### config.mk
export PLATFORM = sky130hd
export DESIGN_NAME = nv3_front
export DESIGN_NICKNAME = d
export VERILOG_FILES = /design/src/sv/nv3_pkg.sv /design/src/sv/nv3_front.sv
export VERILOG_INCLUDE_DIRS = /design/src /design/src/sv
export SDC_FILE = /design/constraint.sdc
export NUM_CORES = 2
export LEC_CHECK = 0
export ABC_AREA = 1
export BUFFER_PORTS_ARGS = -buffer_cell sky130_fd_sc_hd__buf_2
export CAP_MARGIN = 20
export CELL_PAD_IN_SITES_DETAIL_PLACEMENT = 1
export CELL_PAD_IN_SITES_GLOBAL_PLACEMENT = 2
export CORE_MARGIN = 2
export CORE_UTILIZATION = 44
export DETAILED_ROUTE_END_ITERATION = 7
export GPL_TIMING_DRIVEN = 0
export PLACE_DENSITY = 0.89
export SLEW_MARGIN = 20
export SYNTH_ARGS = -nofsm -noshare
export SYNTH_HDL_FRONTEND = slang
export SYNTH_SLANG_ARGS = --single-unit
### constraint.sdc
create_clock -name clk -period 13.98 [get_ports clk]
set_input_delay 1.398 -clock clk [delete_from_list [all_inputs] [get_ports clk]]
set_output_delay 1.398 -clock clk [all_outputs]
set_load 0.02 [all_outputs]
### src/sv/assert_macros.svh
// ----------------------------------------------------------------------------
// Assertion macros
// Shared wrappers for the concurrent checks of the vector normaliser.
// ----------------------------------------------------------------------------
`ifndef ASSERT_MACROS_SVH
`define ASSERT_MACROS_SVH

// A property checked at every rising edge outside reset.
`define NV3_ASSERT(name, prop, msg) \
	name: assert property (@(posedge clk) disable iff (!arst_n) prop) \
		else $error(msg);

// An implication checked at every rising edge outside reset.
`define NV3_IMPLY(name, ante, cons, msg) \
	name: assert property (@(posedge clk) disable iff (!arst_n) (ante) |-> (cons)) \
		else $error(msg);

`endif

### src/sv/nv3_pkg.sv
// ----------------------------------------------------------------------------
// nv3_pkg
// Widths, the queued item type and the arithmetic steps of the normaliser.
// ----------------------------------------------------------------------------
package nv3_pkg;

	localparam int VecW       = 16;
	localparam int MinW       = 16;
	localparam int UnitW      = 16;
	localparam int SqW        = 31;
	localparam int SumW       = 32;
	localparam int QuoW       = 31;
	localparam int RootW      = 16;
	localparam int RemW       = 17;
	localparam int DivSteps   = QuoW;
	localparam int SqrtSteps  = RootW;
	localparam int QueueDepth = 4;
	localparam logic [UnitW-1:0] UnitOne = 16'd16384;

	typedef struct packed {
		logic                    degen;
		logic [2:0]              neg;
		logic [SumW-1:0]         sum;
		logic [2:0][SqW-1:0]     sq;
	} nv3_item_t;

	typedef struct packed {
		logic            qbit;
		logic [SumW-1:0] rem;
	} nv3_div_t;

	typedef struct packed {
		logic [RemW-1:0]  rem;
		logic [RootW-1:0] root;
	} nv3_sqrt_t;

	// One restoring division step.
	function automatic nv3_div_t div_step(logic [SumW-1:0] rem, logic nbit,
			logic [SumW-1:0] den);
		logic [SumW:0] sh;
		nv3_div_t      r;
		sh = {rem, nbit};
		if (sh >= {1'b0, den}) begin
			r.qbit = 1'b1;
			r.rem  = SumW'(sh - {1'b0, den});
		end else begin
			r.qbit = 1'b0;
			r.rem  = sh[SumW-1:0];
		end
		return r;
	endfunction

	// One digit of the binary digit-by-digit square root.
	function automatic nv3_sqrt_t sqrt_step(logic [RemW-1:0] rem, logic [1:0] pair,
			logic [RootW-1:0] root);
		logic [RemW+1:0] sh;
		logic [RemW+1:0] trial;
		nv3_sqrt_t       r;
		sh    = {rem, pair};
		trial = (RemW+2)'({root, 2'b01});
		if (sh >= trial) begin
			r.rem  = RemW'(sh - trial);
			r.root = {root[RootW-2:0], 1'b1};
		end else begin
			r.rem  = sh[RemW-1:0];
			r.root = {root[RootW-2:0], 1'b0};
		end
		return r;
	endfunction

endpackage

### src/sv/nv3_front.sv
// ----------------------------------------------------------------------------
// nv3_front
// Accepts vectors, squares the components and flags degenerate ones.
// ----------------------------------------------------------------------------
`include "assert_macros.svh"

module nv3_front import nv3_pkg::*; (
	input  logic                   clk,
	input  logic                   arst_n,
	input  logic [MinW-1:0]        min_length,
	input  logic                   in_valid,
	output logic                   in_ready,
	input  logic signed [VecW-1:0] vec_x,
	input  logic signed [VecW-1:0] vec_y,
	input  logic signed [VecW-1:0] vec_z,
	output logic                   out_valid,
	input  logic                   out_ready,
	output nv3_item_t              out_item
);

	logic                      v_s1;
	logic                      v_s2;
	logic [2:0][SqW-1:0]       sq_s1;
	logic [2:0]                neg_s1;
	nv3_item_t                 item_s2;
	logic [SumW-1:0]           min_sq_q;
	logic signed [2*VecW-1:0]  prod_x;
	logic signed [2*VecW-1:0]  prod_y;
	logic signed [2*VecW-1:0]  prod_z;
	logic [SumW-1:0]           sum;
	logic                      en;

	assign en        = !v_s2 || out_ready;
	assign in_ready  = en;
	assign out_valid = v_s2;
	assign out_item  = item_s2;

	assign prod_x = vec_x * vec_x;
	assign prod_y = vec_y * vec_y;
	assign prod_z = vec_z * vec_z;
	assign sum    = SumW'(sq_s1[0]) + SumW'(sq_s1[1]) + SumW'(sq_s1[2]);

	always_ff @(posedge clk or negedge arst_n) begin
		if (!arst_n) begin
			v_s1 <= 1'b0;
			v_s2 <= 1'b0;
		end else if (en) begin
			v_s1 <= in_valid;
			v_s2 <= v_s1;
		end
	end

	always_ff @(posedge clk) begin
		min_sq_q <= SumW'(min_length) * SumW'(min_length);
		if (en) begin
			sq_s1[0]      <= prod_x[SqW-1:0];
			sq_s1[1]      <= prod_y[SqW-1:0];
			sq_s1[2]      <= prod_z[SqW-1:0];
			neg_s1        <= {vec_z[VecW-1], vec_y[VecW-1], vec_x[VecW-1]};
			item_s2.sq    <= sq_s1;
			item_s2.neg   <= neg_s1;
			item_s2.sum   <= sum;
			item_s2.degen <= (sum <= min_sq_q);
		end
	end

	`NV3_IMPLY(a_zero_degen, v_s2 && item_s2.sum == '0, item_s2.degen, "zero vector not degenerate")

endmodule

==> flow_summary.toml <==
[cells_and_area]
final_area_um2 = 50480
fin_nets = 7071
fillers = 12810
fin_cells = 7120
area_delta_synth_final_pct = 7.952
drive_above_1_share_pct = 5.029

[drt]
routed_wl_mm = 139.0
num_vias = 35630
drt_iter0_drc = 2185
drtAntennaViolNets = 0
avgViaCountPerCell = 5.004
wl_per_cell_um = 19.53
drc = 42
dr.pass1.iters = 8

[timing]
hold_viol_final = 0
setup_slack_ns = 6.601
slew_viol_final = 0
skew_ns = 0.02418
period_share_pct = 52.78
max-slew-margin-rel_pct = 45.66
fmax_ghz = 0.1355
worst_slew_pin_slew_ns = 0.8150
setup_viol = 0
fin_tns_setup_ns = 0
min_period_ns = 7.379
rsz0062_at_grt = "no"

[synthesis]
netlist_instances = 5500
synth_edf_count = 219
syn_avg_cell_area_um2 = 8.502
synth_flop_cell = "edfxtp_1"
synth_top_area_share_pct = 37.72
synth-async-reset-ratio_pct = 0.7937
synthesis.area_um2 = 46760
synthTopCellsByArea = "fa_1, edfxtp_1, inv_1"
yosys_warnings = 0
synth.distinct_cells = 45
synth_seq_area_share_pct = 15.50
post-synth-top-area-cell = "fa_1"
ys_ff_latch = 252

[floorplan]
die_area_um2 = 108900
core-area_um2 = 105400
io_pins = 199
num_rows = 119
initial_core_util_pct = 44.36
die_w_um = 330.0
die_h_um = 330.0

[critical_path]
start_kind = "input pin"
cpMaxStageDelayCell = "fa_1"
criticalPathCategory = "input pin to flop"
rrSetupSlack_ns = 9.50
cp_cell_sequence = "buf_2, clkbuf_1, clkbuf_1, nand2_1, fa_1, fa_1, inv_1, fa_1, fa_1, inv_1, fa_1, inv_1, fa_1, ha_1, nand2_1, nor2_1, nand2_1, nor3_1, nand2_1, nand3_1, inv_1, nand2_1, nand2_1"
crit_path_end_kind = "flop"
crit_arrival_ns = 7.75
critPathMaxStageDelay_ns = 0.60
cp_data_required_time_ns = 14.35
cp_max_fo = 10

[global_route]
overflow = 0
grt_antenna_before_repair = 22
grtUsageTotal_pct = 26.33
grt-busiest-layer = "met2"
met1_usage_pct = 36.83
use_met3_pct = 3.735
met2_usage_pct = 43.72
grt_pass1_wl_mm = 219.1
grt_max_degree = 58
grt_pass1_vias = 39560

[clock_network]
cts_tree = "yes"
clk_pin_slew_worst_paths_ns = 0.07
cts_buffers = 30
cts_buffer_depth = 3
postCtsSetupBuffers = 0
root_buffer = "clkbuf_16"
cts_resized = 0
clk_latency_ns = 0.63
h-tree-depth = 1
cts_sinks = 252
hold_buffers = 0

[place]
hpwlAfterDp_mm = 122.8
postPlaceCellArea_um2 = 49460
dp_slack_ns = 5.950
port_buffers = 164
place_congestion = 0.9106
dp.cells = 7063

[min_path]
hp-class = "flop to flop"

[outcome]
failed_checks = "design-rule violations"
run_status = "finished, violations left"

[run]
max_cap_viol_count = 0
[layout by cell type (no fill, tap or decap), types with 4 or more instances in the layout]
| cell type | count |
|---|---|
| a31o_2 | 6 |
| edfxtp_1 | 219 |
| clkinvlp_4 | 4 |
| buf_16 | 4 |
| and2_1 | 8 |
| nand3b_1 | 5 |
| o21bai_1 | 31 |
| inv_6 | 6 |
| a21o_1 | 9 |
| nor3_1 | 24 |
| clkinv_1 | 8 |
| o21a_1 | 5 |
| conb_1 | 6 |
| ha_1 | 418 |
| or2_2 | 8 |
| nor2_1 | 210 |
| inv_1 | 1655 |
| buf_1 | 7 |
| nand3_1 | 161 |
| nor3_2 | 5 |
| clkbuf_1 | 119 |
| fa_1 | 881 |
| buf_2 | 165 |
| a21oi_1 | 153 |
| dfxtp_1 | 31 |
| clkbuf_16 | 30 |
| nor2_2 | 11 |
| xnor2_1 | 25 |
| nand2_2 | 18 |
| o21ai_0 | 70 |
| xor2_1 | 101 |
| nand2_1 | 1208 |
| nand4_1 | 71 |
| nand3_2 | 6 |
[Yosys cell counts, types with 2 or more instances]
cell and number:
nor2_1 210, o21ai_0 70, a21oi_1 153, o21ai_1 3, nor3_1 24, clkbuf_1 119
clkinv_1 3, nor2_2 11, nor2_4 3, xnor2_1 25, a21boi_0 3, nor3_2 5
a31o_2 6, or2_2 8, inv_1 1655, dfxtp_1 31, o211ai_2 2, fa_1 881
xor2_1 101, and2_1 8, dfrtp_1 2, nand2_2 18, buf_4 3, nor3b_1 2
nand2_1 1209, o21bai_1 31, nand3_1 161, nand4_1 71, o21a_1 5, nand3_2 6
edfxtp_1 219, conb_1 2, nand3b_1 5, inv_2 3, ha_1 418, a21o_1 9
buf_1 7
[through the flow]
step	util, %	hold slack (ns)
after detailed placement	46.92	0.4071
after global routing	47.88	0.4468
final	47.89	0.4224
after CTS	47.88	0.4246
after floorplan	-	0.4003
after global placement	46.80	0.4007
[cell type report]
| class | instances | area (µm²) | share of cell area (%) |
|---|---|---|---|
| multi-input combinational | 3461 | 32800 | 64.98 |
| sequential | 252 | 7247 | 14.36 |
| inverter | 1661 | 6235 | 12.35 |
| tap | 1391 | 1740 | 3.448 |
| timing repair buffer | 168 | 930.9 | 1.844 |
| clock buffer | 30 | 750.7 | 1.487 |
| buffer | 130 | 500.5 | 0.9914 |
| clock inverter | 25 | 269.0 | 0.5329 |
| antenna | 2 | 5.005 | 0.009914 |
[layer usage]
layer	wire length (µm)	part of all wire, %	vias to the layer above
li1	-	-	16520
met4	3334	2.4	2
met1	62300	45	18130
met3	8500	6.1	177
met2	64870	47	804
met5	13	0.0094	-
[logic make-up after synthesis]
kind of cell,share of synthesized area [%]
AO/OA/AOI/OAI,3.403
other,0.01606
AND/OR/NAND/NOR,15.40
multiplexers,0.02408
XOR/XNOR,2.360
flip-flops,15.50
buffers and inverters,14.40
adder cells (fa/ha/maj),48.90
[critical path: cells and delay by family]
family	cells	cell delay, ns
adder cells (fa/ha/maj)	7	3.51
buffers and inverters	7	1.66
AND/OR/NAND/NOR	9	1.17
[worst paths after layout]
| check | start | endpoint | cells after the start |
|---|---|---|---|
| max | vec_y[15] | sq_s1[61] | 23 |
| min | neg_s1[0] | out_item[125] | 0 |
| max reg2reg | sq_s1[68] | out_item[128] | 18 |
| min reg2reg | neg_s1[0] | out_item[125] | 0 |
| max in group asynchronous | arst_n | out_valid | 1 |
| min in group asynchronous | arst_n | v_s1 | 1 |
[flip-flops by register name, summed over array words and instances, names as in the netlist]
| register | cells |
|---|---|
| neg_s1 | 3 |
| out_valid | 1 |
| min_sq_q | 31 |
| sq_s1 | 90 |
| v_s1 | 1 |
| out_item | 126 |
Power is left out: the tool's default activity adds up to more than one toggle a clock period on the data nets, which glitch-free logic cannot reach.
