===== src/sv/assert_macros.svh =====
// ----------------------------------------------------------------------------
// Assertion macros
// Shared wrappers for the concurrent checks of the vector normaliser.
// ----------------------------------------------------------------------------
`ifndef ASSERT_MACROS_SVH
`define ASSERT_MACROS_SVH

// A property checked at every rising edge outside reset.
`define NV3_ASSERT(name, prop, msg) \
	name: assert property (@(posedge clk) disable iff (!arst_n) prop) \
		else $error(msg);

// An implication checked at every rising edge outside reset.
`define NV3_IMPLY(name, ante, cons, msg) \
	name: assert property (@(posedge clk) disable iff (!arst_n) (ante) |-> (cons)) \
		else $error(msg);

`endif


===== src/sv/nv3_pkg.sv =====
// ----------------------------------------------------------------------------
// nv3_pkg
// Widths, the queued item type and the arithmetic steps of the normaliser.
// ----------------------------------------------------------------------------
package nv3_pkg;

	localparam int VecW       = 16;
	localparam int MinW       = 16;
	localparam int UnitW      = 16;
	localparam int SqW        = 31;
	localparam int SumW       = 32;
	localparam int QuoW       = 31;
	localparam int RootW      = 16;
	localparam int RemW       = 17;
	localparam int DivSteps   = QuoW;
	localparam int SqrtSteps  = RootW;
	localparam int QueueDepth = 4;
	localparam logic [UnitW-1:0] UnitOne = 16'd16384;

	typedef struct packed {
		logic                    degen;
		logic [2:0]              neg;
		logic [SumW-1:0]         sum;
		logic [2:0][SqW-1:0]     sq;
	} nv3_item_t;

	typedef struct packed {
		logic            qbit;
		logic [SumW-1:0] rem;
	} nv3_div_t;

	typedef struct packed {
		logic [RemW-1:0]  rem;
		logic [RootW-1:0] root;
	} nv3_sqrt_t;

	// One restoring division step.
	function automatic nv3_div_t div_step(logic [SumW-1:0] rem, logic nbit,
			logic [SumW-1:0] den);
		logic [SumW:0] sh;
		nv3_div_t      r;
		sh = {rem, nbit};
		if (sh >= {1'b0, den}) begin
			r.qbit = 1'b1;
			r.rem  = SumW'(sh - {1'b0, den});
		end else begin
			r.qbit = 1'b0;
			r.rem  = sh[SumW-1:0];
		end
		return r;
	endfunction

	// One digit of the binary digit-by-digit square root.
	function automatic nv3_sqrt_t sqrt_step(logic [RemW-1:0] rem, logic [1:0] pair,
			logic [RootW-1:0] root);
		logic [RemW+1:0] sh;
		logic [RemW+1:0] trial;
		nv3_sqrt_t       r;
		sh    = {rem, pair};
		trial = (RemW+2)'({root, 2'b01});
		if (sh >= trial) begin
			r.rem  = RemW'(sh - trial);
			r.root = {root[RootW-2:0], 1'b1};
		end else begin
			r.rem  = sh[RemW-1:0];
			r.root = {root[RootW-2:0], 1'b0};
		end
		return r;
	endfunction

endpackage


===== src/sv/nv3_queue.sv =====
// ----------------------------------------------------------------------------
// nv3_queue
// Short register queue between the front and the back end.
// ----------------------------------------------------------------------------
`include "assert_macros.svh"

module nv3_queue import nv3_pkg::*; #(
	parameter int Depth = QueueDepth
) (
	input  logic      clk,
	input  logic      arst_n,
	input  logic      push_valid,
	output logic      push_ready,
	input  nv3_item_t push_item,
	output logic      pop_valid,
	input  logic      pop_ready,
	output nv3_item_t pop_item
);

	localparam int PtrW = (Depth > 1) ? $clog2(Depth) : 1;
	localparam int CntW = $clog2(Depth + 1);

	nv3_item_t           mem_q [Depth];
	logic [PtrW-1:0]     wr_ptr_q;
	logic [PtrW-1:0]     rd_ptr_q;
	logic [CntW-1:0]     count_q;
	logic                push;
	logic                pop;

	assign push_ready = (count_q != CntW'(Depth));
	assign pop_valid  = (count_q != '0);
	assign push       = push_valid && push_ready;
	assign pop        = pop_valid && pop_ready;
	assign pop_item   = mem_q[rd_ptr_q];

	always_ff @(posedge clk or negedge arst_n) begin
		if (!arst_n) begin
			wr_ptr_q <= '0;
			rd_ptr_q <= '0;
			count_q  <= '0;
		end else begin
			if (push) begin
				wr_ptr_q <= (wr_ptr_q == PtrW'(Depth - 1)) ? '0 : wr_ptr_q + 1'b1;
			end
			if (pop) begin
				rd_ptr_q <= (rd_ptr_q == PtrW'(Depth - 1)) ? '0 : rd_ptr_q + 1'b1;
			end
			count_q <= count_q + CntW'(push) - CntW'(pop);
		end
	end

	always_ff @(posedge clk) begin
		if (push) begin
			mem_q[wr_ptr_q] <= push_item;
		end
	end

	`NV3_ASSERT(a_count, 1'b1 |=> count_q == $past(count_q) + CntW'($past(push)) - CntW'($past(pop)), "queue count slipped")

endmodule


===== config.mk =====
export PLATFORM = sky130hd
export DESIGN_NAME = nv3_queue
export DESIGN_NICKNAME = d
export VERILOG_FILES = /design/src/sv/nv3_pkg.sv /design/src/sv/nv3_queue.sv
export VERILOG_INCLUDE_DIRS = /design/src /design/src/sv
export SDC_FILE = /design/constraint.sdc
export NUM_CORES = 1
export LEC_CHECK = 0
export BUFFER_PORTS_ARGS = -buffer_cell sky130_fd_sc_hd__buf_2
export CAP_MARGIN = 20
export CORE_MARGIN = 4
export CORE_UTILIZATION = 51
export CTS_CLUSTER_SIZE = 8
export DETAILED_ROUTE_END_ITERATION = 10
export PLACE_DENSITY = 0.75
export SLEW_MARGIN = 20
export SYNTH_ARGS = -nofsm -noshare
export SYNTH_HDL_FRONTEND = slang
export SYNTH_SLANG_ARGS = --single-unit

===== constraint.sdc =====
create_clock -name clk -period 2.8 [get_ports clk]
set_input_delay 0.14 -clock clk [delete_from_list [all_inputs] [get_ports clk]]
set_output_delay 0.14 -clock clk [all_outputs]
set_load 0.01 [all_outputs]

==> impl_summary.txt <==
----------------------------------------------------
[Power and ir drop]
  Sequential cell fraction of total power ... between 40 and 50%
  P_int ... between 15 and 20 mW
  Cell area power density ... between 1000 and 1500 nW/um^2
  VDD IR max ... roughly 0.65 mV
  Relative contribution of combinational cells to total power ... 28.2%
  Static power due to leakage ... 8.52 nW
  Switching Share ... approximately 28%
  Net Sw Power ... ~7.3 mW
  Clock share of power ... 30.3%

[Clocking]
  Worst-Skew Late Latency ... roughly 0.58 ns
  TritonCTS buffer count ... 75
  Cell chosen for the clock root ... clkbuf_16
  Sinks on Clock Net ... between 500 and 600
  Clock tree from TritonCTS ... done
  Clock Pin Slew Worst Setup and Hold Paths ... 0.05 ns
  Clock buffer depth ... 3
  Quantity of gates resized following cts ... 0
  H-tree levels ... 3

[Drt]
  Routed Antenna Nets ... 0
  Vias ... about 9300
  Number of DRC markers in iteration 0 ... 557
  Wire length per cell after detailed routing ... roughly 24 um
  Final Routed Wirelength ... between 30 and 40 mm
  Total iterations of the first detailed-routing run ... 4
  Detailed-route vias per instance ... around 5.6
  Post-route DRC violation count ... 0

[Worst setup path]
  Chain of cells forming the critical path ... buf_12 -> mux4_2 -> buf_2
  Critical Path Start Type ... flop
  Worst path slowest cell ... dfrtp_4
  Type of the worst setup path ... reg -> out
  Max FO, Critical Path ... 37
  Highest cell delay on the worst timing path ... around 0.7 ns
  Buffers & Inverters on Critical Path ... 2
  Crit end category ... output port
  Worst EP required ... approximately 2.7 ns
  R2r startpoint ... count_q[1]$_DFF_PN0_
  Crit path from ... rd_ptr_q[0]$_DFFE_PN0P_
  Crit-path leading delay family ... flip-flops
  Arrival time worst endpoint ... ~2.4 ns

[Final layout]
  Share of final-layout standard cells stronger than drive strength 1 ... a little over two fifths
  Most frequent standard cell in the layout excluding fill and tap cells ... edfxtp_1
  Filler Cell Count ... 2269
  Footprint of the multi-input gates ... between 3000 and 4000 sq um
  Utilization after layout ... roughly two thirds
  Non-Filler Instances ... 1666
  Commonest cells after routing, fill and taps aside ... 516 x edfxtp_1, 263 x buf_2, 132 x dlygate4sd3_1, 129 x mux4_2, 77 x clkbuf_16
  Synthesis-to-finish area growth ... 28.6%
  Nets ... around 1300
  Sequential cell area ... between 15000 and 20000 sq um

[STA]
  Final clock skew ... ~0.012 ns
  Unrepaired setup endpoints after global routing ... no
  Post-Route Hold Slack ... approximately 0.063 ns
  Period utilization ... between 90% and 100%
  Post-route minimum period ... 2.54 ns
  Final Hold Violating Endpoints ... 0
  Final total negative setup slack ... 0 ns
  Slew Viols, Final ... 0
  Fmax ... about 390 MHz
  Rel. slew slack ... about three fifths
  Slew @ Worst Pin ... 0.621 ns
  PnR worst setup slack ... around 0.26 ns
  Number of setup violations in the final report ... 0

[Placement]
  Placer Congestion ... a little over 0.7
  HPWL after DPL ... around 21 mm
  Post-placement worst setup slack ... 0.416 ns
  Number of cells after detailed placement ... between 1000 and 1500
  Buffers added on ports ... roughly 260

[Floorplanning]
  Die Span Y ... ~200 um
  I/O pin count ... 264
  Area of the core ... 36700 sq um
  Initial cell density of the core ... roughly half
  Chip width ... 201 um
  Number of core rows ... 70
  Total Die Area ... slightly above 40000 sq um

[Logic synthesis]
  Adder and majority cell fraction of the synthesized area ... 0.565%
  Yosys warning count ... 0
  Average footprint of a synthesized cell ... around 27 sq um
  Portion of the post-synthesis area used by sequential elements ... between 80 and 90%
  Yosys cell types ... 20
  Synth Area in Simple Gates ... less than 1%
  Multiplexer share of the synthesized area ... around 16%
  Synth Register Bits ... 523
  Post-Syn Area ... ~19000 sq um
  Fraction of synthesized cell area in xor and xnor cells ... 0.0919%
  Combinational family with the most area after synthesis ... multiplexers
  Compound-gate portion of the synthesized area ... 0%
  Post-synthesis net count ... between 800 and 900
  Syn Inst Count ... slightly above 700

[Hold path]
  Class of the worst hold path ... in -> reg
  Hold path start ... push_valid

[Run status]
  Result of the run ... completed

[Global route]
  Initial antenna violation count ... 4
  Number of global-route vias before repair ... ~11000
  Aggregate global routing overflow ... 0
  Global router's overall resource usage ... between 10% and 20%
  First-pass GRT wire length ... about 62 mm
  Largest net degree at the start of global routing ... 76

[Job]
  Reported max-cap violation count ... 0

----------------------------------------------------
-- synthesized netlist by cell type (all sizes together) --
master | n | share of area (%)
clkbuf | 1 | 0.020
fa | 1 | 0.11
mux2 | 4 | 0.28
nor2 | 2 | 0.039
nand2 | 1 | 0.020
inv | 7 | 0.14
and3 | 4 | 0.16
or3 | 1 | 0.039
mux4 | 129 | 15
buf | 28 | 1.1
and2 | 1 | 0.046
or3b | 1 | 0.059
xnor2 | 2 | 0.092
edfxtp | 516 | 81
ha | 7 | 0.46
dfrtp | 7 | 0.92
-- timing repair --
action | 4_1_cts | 5_1_grt
endpoints found under the hold margin | 525 | 0
hold buffers | 132 | 0
setup buffers | 0 | 0
-- final cells by class --
class,count,area share [%]
clock buffers,90,8.06
repair buffers,416,12.3
flip-flops and latches,523,64.0
well taps,468,2.39
clock inverters,7,0.271
inverters,7,0.107
multi-input cells,153,12.9
diodes,2,0.0204
-- metrics by stage --
| step | area [sq um] | power [mW] |
|---|---|---|
| final | 24500 | 26.0 |
| after CTS | 24500 | 26.4 |
| after floorplan | 19100 | 15.4 |
| after global placement | 21100 | 18.1 |
| after global routing | 24500 | 27.3 |
| after detailed placement | 21100 | 18.2 |
-- metal layers --
metal	track usage, %	wire length [um]	vias up
li1	-	-	4005
met1	26.1	15700	4861
met2	32.5	19800	355
met3	6.04	2900	65
met4	6.62	843	4
met5	0	27	-
-- worst register-to-register path: cells and delay by family, from the launching register on --
family | cells | cell delay (ns)
buffers and inverters | 3 | 0.17
XOR/XNOR | 2 | 0.34
adder cells (fa/ha/maj) | 3 | 0.79
flip-flops | 1 | 0.42
AND/OR/NAND/NOR | 2 | 0.61
-- power groups by stage --
stage | clock network [mW] | registers [mW] | logic, mW
3_5_place_dp | 0 | 10.9 | 7.31
2_1_floorplan | 0 | 10.8 | 4.64
5_1_grt | 8.49 | 10.9 | 7.90
6_report | 7.88 | 10.8 | 7.35
3_3_place_gp | 0 | 10.8 | 7.31
4_1_cts | 8.07 | 10.8 | 7.51
-- sequential cells by signal (all words and copies together), names as in the netlist --
| signal | cells |
|---|---|
| wr_ptr_q | 2 |
| mem_q | 516 |
| count_q | 3 |
| rd_ptr_q | 2 |
-- cells by family (layout without fill, tap and decap cells) --
family / after synthesis / in the layout
other: 0 / 2
adder cells (fa/ha/maj): 8 / 8
flip-flops: 523 / 523
multiplexers: 133 / 133
AND/OR/NAND/NOR: 10 / 10
buffers and inverters: 36 / 520
XOR/XNOR: 2 / 2
-- path summary, 6_finish.rpt --
path | to | slack, ns | cells past startpoint
worst max-delay path | pop_item[75] | 0.26 | 3
worst min-delay path | wr_ptr_q[0]$_DFFE_PN0P_ | 0.06 | 3
worst max register to register | count_q[2]$_DFF_PN0_ | 0.38 | 10
worst min register to register | count_q[2]$_DFF_PN0_ | 0.51 | 1
max in group asynchronous | rd_ptr_q[0]$_DFFE_PN0P_ | 1.93 | 3
min in group asynchronous | wr_ptr_q[0]$_DFFE_PN0P_ | 0.60 | 3
(Power assumes the default switching activity.)
